**config.mk**
```make
export PLATFORM = sky130hd
export DESIGN_NAME = gbnms_ram
export DESIGN_NICKNAME = d
export VERILOG_FILES = /design/src/sv/gbnms_ram.sv
export SDC_FILE = /design/constraint.sdc
export NUM_CORES = 1
export LEC_CHECK = 0
export ABC_AREA = 0
export ABC_CLOCK_PERIOD_IN_PS = 3220
export BUFFER_PORTS_ARGS = -buffer_cell sky130_fd_sc_hd__buf_4
export CORE_UTILIZATION = 45
export DETAILED_ROUTE_END_ITERATION = 10
export GPL_TIMING_DRIVEN = 0
export SLEW_MARGIN = 10
export SYNTH_ARGS = -nofsm -noshare
export SYNTH_HDL_FRONTEND = slang
export SYNTH_SLANG_ARGS = --single-unit
```
**constraint.sdc**
```tcl
create_clock -name clk -period 3.22 [get_ports clk]
set_input_delay 0.644 -clock clk [delete_from_list [all_inputs] [get_ports clk]]
set_output_delay 0.644 -clock clk [all_outputs]
set_load 0.005 [all_outputs]
```
**src/sv/gbnms_ram.sv**
```systemverilog
`timescale 1ns / 1ps
module gbnms_ram #(
  parameter int unsigned WIDTH = 16,
  parameter int unsigned DEPTH = 64
) (
  input  logic                     clk,
  input  logic                     we,
  input  logic [$clog2(DEPTH)-1:0] waddr,
  input  logic [WIDTH-1:0]         wdata,
  input  logic [$clog2(DEPTH)-1:0] raddr,
  output logic [WIDTH-1:0]         rdata
);
  logic [WIDTH-1:0] mem [DEPTH];

  always_ff @(posedge clk) begin
    if (we) begin
      mem[waddr] <= wdata;
    end
    rdata <= mem[raddr];
  end
endmodule

```
Word level (Yosys, flattened, before mapping)
Memories as Yosys holds them, arrays and structs flattened. A register that Yosys moved wholly into a read port is not among the register bits.
Cells that the tools add are included.
- output and inout port bits: 16
- input bits: 30
- bits in registers: 0
- memories: 1
- logic and storage cells: 3
- bits in writable memories: 1024
- multiplexer cells: 2
- memories (name ; words ; bits a word ; read ports ; clocked after Yosys merged registers in ; write ports ; line ; text):
    mem ; 64 ; 16 ; 1 ; 1 ; 1 ; 13 ; logic [WIDTH-1:0] mem [DEPTH];
- operators with widths (operator ; number):
    $mux 1 ; 2

Longest topological paths before layout
Gate-level depths: netlist of run 1.
- depth after elaboration: 2
- depth in mapped cells: 10
- depth with buffers taken out: 5

Least setup slack after synthesis of run 1
Ideal clock, no wire load.
- kind: input to register
- start point: in waddr[3]
- end point: mem mem[48][0] (enable)
- stages on the path: 4
- data arrival time: 2.270 ns
- setup slack: 0.541 ns
- required time: 2.811 ns
- cell sequence: clkbuf_1 > nor2b_1 > nand4b_1 > nor3_1
- RTL lines (what ; line ; text):
    from (decl) ; 8 ; input logic [$clog2(DEPTH)-1:0] waddr,
    to (decl) ; 13 ;
Straight into the memory's write port.

==> results of run 1 <==
-- registers in the layout, summed over array words and instances, names as in the netlist --
name	flops
mem	1024
rdata	16
-- layout make-up --
cell class	count	area (um^2)	share of cell area
sequential	1040	31100	0.673
multi-input combinational	685	8400	0.182
clock buffer	137	2880	0.0625
tap	1165	1460	0.0316
timing repair buffer	102	1170	0.0253
buffer	104	733	0.0159
clock inverter	49	415	0.00900
antenna	3	7.51	0.000163
-- power by group through the flow --
stage	clock [mW]	combinational, mW	sequential [mW]
2_1_floorplan	0	0.776	15.3
3_3_place_gp	0	1.51	15.3
3_5_place_dp	0	1.56	15.3
4_1_cts	11.9	1.57	15.0
5_1_grt	12.4	1.62	15.0
6_report	11.7	1.56	15.0
-- cell usage after synthesis, types with 12 or more instances --
| library cell | instances | area, um^2 |
|---|---|---|
| a21oi_1 | 17 | 85.1 |
| a221oi_1 | 16 | 140 |
| a22oi_1 | 39 | 293 |
| buf_2 | 36 | 180 |
| buf_4 | 13 | 97.6 |
| buf_6 | 17 | 191 |
| clkbuf_1 | 24 | 90.1 |
| dfxtp_1 | 16 | 320 |
| edfxtp_1 | 1024 | 30700 |
| mux2_2 | 27 | 304 |
| mux2i_1 | 85 | 851 |
| mux4_2 | 220 | 4950 |
| nand2_1 | 59 | 221 |
| nand3_1 | 24 | 120 |
| nand4_1 | 12 | 75.1 |
| nor2_1 | 72 | 270 |
| nor2b_1 | 30 | 188 |
-- through the flow --
stage	setup WS [ps]	util	cells	TNS, ps
after floorplan	541	-	1829	0
after global placement	-642	0.474	3032	-211470
after detailed placement	-327	0.485	3096	-9070
after CTS	377	0.523	3282	0
after global routing	265	0.523	3282	0
final	243	0.523	3285	0
-- cell families (layout without fill, tap and decap cells) --
family / count (synthesis) / in the layout / share of synthesized area
buf+inv: 104 / 392 / 0.0183
mux: 336 / 336 / 0.155
compound gates: 129 / 129 / 0.0241
flops: 1040 / 1040 / 0.776
other cells: 0 / 3 / 0
simple gates: 220 / 220 / 0.0265
-- worst max-delay path by stage --
stage / slack, ps / startpoint / to / cells past startpoint
after floorplan: 540 / waddr[3] / mem[48][0] / 4
after global placement: -640 / waddr[4] / mem[48][1] / 3
after detailed placement: -330 / raddr[2] / rdata[15] / 7
after CTS: 380 / raddr[2] / rdata[15] / 7
after global routing: 270 / raddr[2] / rdata[4] / 8
final: 240 / raddr[2] / rdata[15] / 7
-- worst reg2reg max path, delay by kind of cell, from the launching register on --
kind            cells  cell delay (ps)
mux                 2             1030
compound gates      3              950
flops               1              360
-- per-layer routing --
metal / up-vias / share of wire / routed length (um) / global-route usage
met3: 172 / 0.074 / 7650 / 0.0392
met5: - / 0.00017 / 18 / 0
met4: 4 / 0.032 / 3300 / 0.0737
met2: 868 / 0.48 / 50100 / 0.373
li1: 8099 / - / - / -
met1: 10566 / 0.41 / 42500 / 0.328
==> results.ini, run 1 <==
[sta]
hold_ws_ps=578
setup_viol_count_final=0
rsz0062_at_grt=no
slew_viol_final=0
fmax_mhz=336
post-route-min-period_ps=2980
clock_skew_ps=16.9
relSlewSlack=0.338
hold_viol_final=0
period_share=0.925
tightest_slew_ps=992

[detailed_routing]
ant_nets=0
vias=19709
drcViolationCount=0
drt_iter0_drc=2344
drt_wl_total_um=104000
firstDrtPassIters=6
wire_per_inst_um=31.5
avgViaCountPerCell=6.00

[setup_path]
r2r_slack_ps=720
crit_family=multiplexers
r2r_start=mem[23][15]
required_ps=3710
cp_max_fo=10
slowest_delay_ps=610
worstPathArrival_ps=3460
crit_type=in2reg
reg2reg_depth=5
slowest_stage=clkbuf_1
cp-end-kind=flop
r2r_end=rdata[15]
crit_chain=buf_2 > clkbuf_1 > mux4_2 > mux2i_1 > a22oi_1 > a31oi_1 > a311oi_1
crit_buf_inv=2
start_kind=input port

[placed_design]
dpl_cell_area_mm2=0.0428
io_buffers=38
dp_hpwl_um=67900
gp_congestion=0.856

[yosys]
yosysSeqAreaShare=0.776
syn-instance-count=1829
synth_ff_type=edfxtp_1
async_flop_share=0
synth_edf_count=1024
synth_area_mm2=0.0400
postSynthAreaPerCell_um2=21.9
synth.distinct_cells=43
ys_seq_elements=1040
yosysWarnings=0
synth_nets=1859

[global_routing]
grt_pass1_vias=19672
grt_pass1_wl_um=146000
overflow=0
grt.total_usage=0.233
antenna_found_initial=8
grt_start_max_net_pins=65

[clock_tree]
cts.sinks=1040
cts_buffers=104
clk_transition_reported_paths_ps=60
tritoncts=yes
clock_latency_ps=660
clock_path_buffers=3
post_cts_resized=0
htreeDepth=3
cts_root_buf=clkbuf_16
hold_buffers=0
cts_setup_buffers=0

[status]
outcome=finished, final reports clean

[hold_path]
hp-class=in2reg
min_path_cells=1
holdPathEnd=mem[63][8]
min-delay-start=wdata[8]

[die]
coreArea_mm2=0.0882
die_w_um=300
rows=109
dieArea_mm2=0.0902
ios=46
die_h_um=300
start_util=0.454

[power_and_ir_drop]
vdd_drop_max_mv=0.438
power_mw=28.3
power.leakage_nw=14.6
intPower_mw=22.3
switchingPower_mw=5.96
clock_power_share=0.414
seq_power_share=0.531
power.share.combinational=0.055
p_per_area_mw_per_mm2=613
swShare=0.211

[final_layout]
syn2layout_area_growth_pct=15.2
final_cell_mix=1,024 x edfxtp_1, 220 x mux4_2, 108 x clkbuf_16
drive_above_1_share=0.302
fin_nets=2067
num-fill-cells=6793
final_cell_area_mm2=0.0461
final_common_cell=edfxtp_1

[job]
max_cap_viol_count=0

Note: power is estimated with default switching activity, not from simulation.
==> inputs of run 2 (changes only) <==
--- a/config.mk
+++ b/config.mk
@@ -13,2 +13,3 @@
 export GPL_TIMING_DRIVEN = 0
+export RECOVER_POWER = 50
 export SLEW_MARGIN = 10
==> constraint.sdc (replaced) <==
create_clock -name clk -period 3.22 [get_ports clk]
set_input_delay 0.322 -clock clk [delete_from_list [all_inputs] [get_ports clk]]
set_output_delay 0.322 -clock clk [all_outputs]
set_load 0.005 [all_outputs]
==> results.ini, run 2 (synthesis results as in run 1) <==
[die]
ios=46  ; unchanged
die_h_um=300  ; unchanged
dieArea_mm2=0.0902  ; unchanged
coreArea_mm2=0.0882  ; unchanged
rows=109  ; unchanged
die_w_um=300  ; unchanged
start_util=0.454  ; unchanged

[detailed_routing]
firstDrtPassIters=5  ; -1
drt_wl_total_um=103000  ; -0.11%
wire_per_inst_um=31.5  ; -0.11%
avgViaCountPerCell=6.01  ; about the same
ant_nets=0  ; unchanged
drt_iter0_drc=2165  ; -7.6%
vias=19727  ; +0.091%
drcViolationCount=0  ; unchanged

[final_layout]
largest_reg_flops=1024  ; unchanged
num-fill-cells=6806  ; +0.19%
post-route-util=0.522  ; -0.000737
regMostFlops=mem
fin_nets=2067  ; unchanged
final_common_cell=edfxtp_1
reg_top3=mem: 1024 flops, rdata: 16 flops
syn2layout_area_growth_pct=15.1
final_cell_mix=1,024 x edfxtp_1, 220 x mux4_2, 108 x clkbuf_16
drive_above_1_share=0.297  ; -0.00567

[sta]
period_share=0.870  ; -0.0541
relSlewSlack=-1.27  ; -1.61
setup_viol_count_final=0  ; unchanged
clock_skew_ps=20.4  ; +3.51 ps
post-route-min-period_ps=2800  ; -174 ps
hold_viol_final=0  ; unchanged
rsz0062_at_grt=no
slew_viol_final=1042  ; +1,042
fmax_mhz=357  ; +6.2%
tightest_slew_ps=3400  ; +2410 ps
hold_ws_ps=290  ; -288 ps

[power_and_ir_drop]
power.leakage_nw=14.6  ; -0.20%
vdd_drop_max_mv=0.442  ; +0.82%
p_per_area_mw_per_mm2=614  ; +0.16%

[clock_tree]
cts_buffers=104  ; unchanged
hold_buffers=0  ; unchanged
cts_root_buf=clkbuf_16
post_cts_resized=0  ; unchanged
cts_setup_buffers=0  ; unchanged
clock_latency_ps=660  ; about the same
cts.sinks=1040  ; unchanged
tritoncts=yes
htreeDepth=3  ; unchanged
clk_transition_reported_paths_ps=60  ; about the same
clock_path_buffers=3  ; unchanged

[setup_path]
cp_max_fo=64  ; +54
slowest_stage=clkbuf_1
cp-end-kind=flop
start_kind=input port
crit_chain=clkbuf_1
slowest_delay_ps=2340  ; +1730 ps
crit_family=buffers and inverters
crit_type=in2reg
required_ps=3180  ; -530 ps
crit_buf_inv=1  ; -1
worstPathArrival_ps=2760  ; -700 ps

[placed_design]
dp_hpwl_um=67900  ; unchanged
gp_congestion=0.856  ; unchanged
io_buffers=38  ; unchanged

[hold_path]
hp-class=in2reg

[global_routing]
overflow=0  ; unchanged
grt_start_max_net_pins=65  ; unchanged
grt_pass1_vias=19670  ; -0.010%
grt_pass1_wl_um=146000  ; about the same
grt.total_usage=0.233  ; unchanged
antenna_found_initial=8  ; unchanged

[status]
violations=capacitance limit, slew limit
outcome=finished with violations

[job]
max_cap_viol_count=16  ; +16

## run 2: per-stage QoR
stage	setup TNS (ps)	area, um^2	std cells	setup slack (ps)	power (mW)
global placement	-36790	41800	3032	-320	16.8
floorplan	0	40000	1829	863	16.1
detailed placement	-4.85	42800	3096	-4.85	16.9
finish	0	46100	3285	417	28.3
CTS	0	46100	3282	699	28.5
global route	0	46100	3282	319	29.0
## run 2: metal layers
layer  part of all wire  track usage  vias to the layer above
met3              0.081       0.0392                      176
met1               0.40        0.328                    10553
met4              0.032       0.0737                        6
li1                   -            -                     8111
met2               0.48        0.373                      881
met5            0.00030            0                        -
## run 2: path summary, 6_finish.rpt
kind | end | depth (start not counted) | slack [ps] | start
worst max-delay path | mem[40][14] | 1 | 420 | wdata[14]
worst min register to register | rdata[12] | 4 | 980 | mem[36][12]
worst max register to register | rdata[0] | 5 | 710 | mem[23][0]
worst min-delay path | mem[49][6] | 3 | 290 | waddr[0]
## run 2: area by class of cell
cell class	instances	area, um^2	area share
plain buffers	104	733	0.0159
flip-flops and latches	1040	31100	0.674
clock inverters	49	415	0.00902
clock buffers	137	2880	0.0625
well taps	1165	1460	0.0316
diodes	3	7.51	0.000163
multi-input cells	685	8390	0.182
repair buffers	102	1120	0.0243
## run 2: where the power goes
group          switching (mW)  internal [mW]  total (mW)
combinational            1.01          0.535        1.55
sequential             0.0274           15.0        15.0
clock                    4.91           6.81        11.7
total                    5.95           22.4        28.3
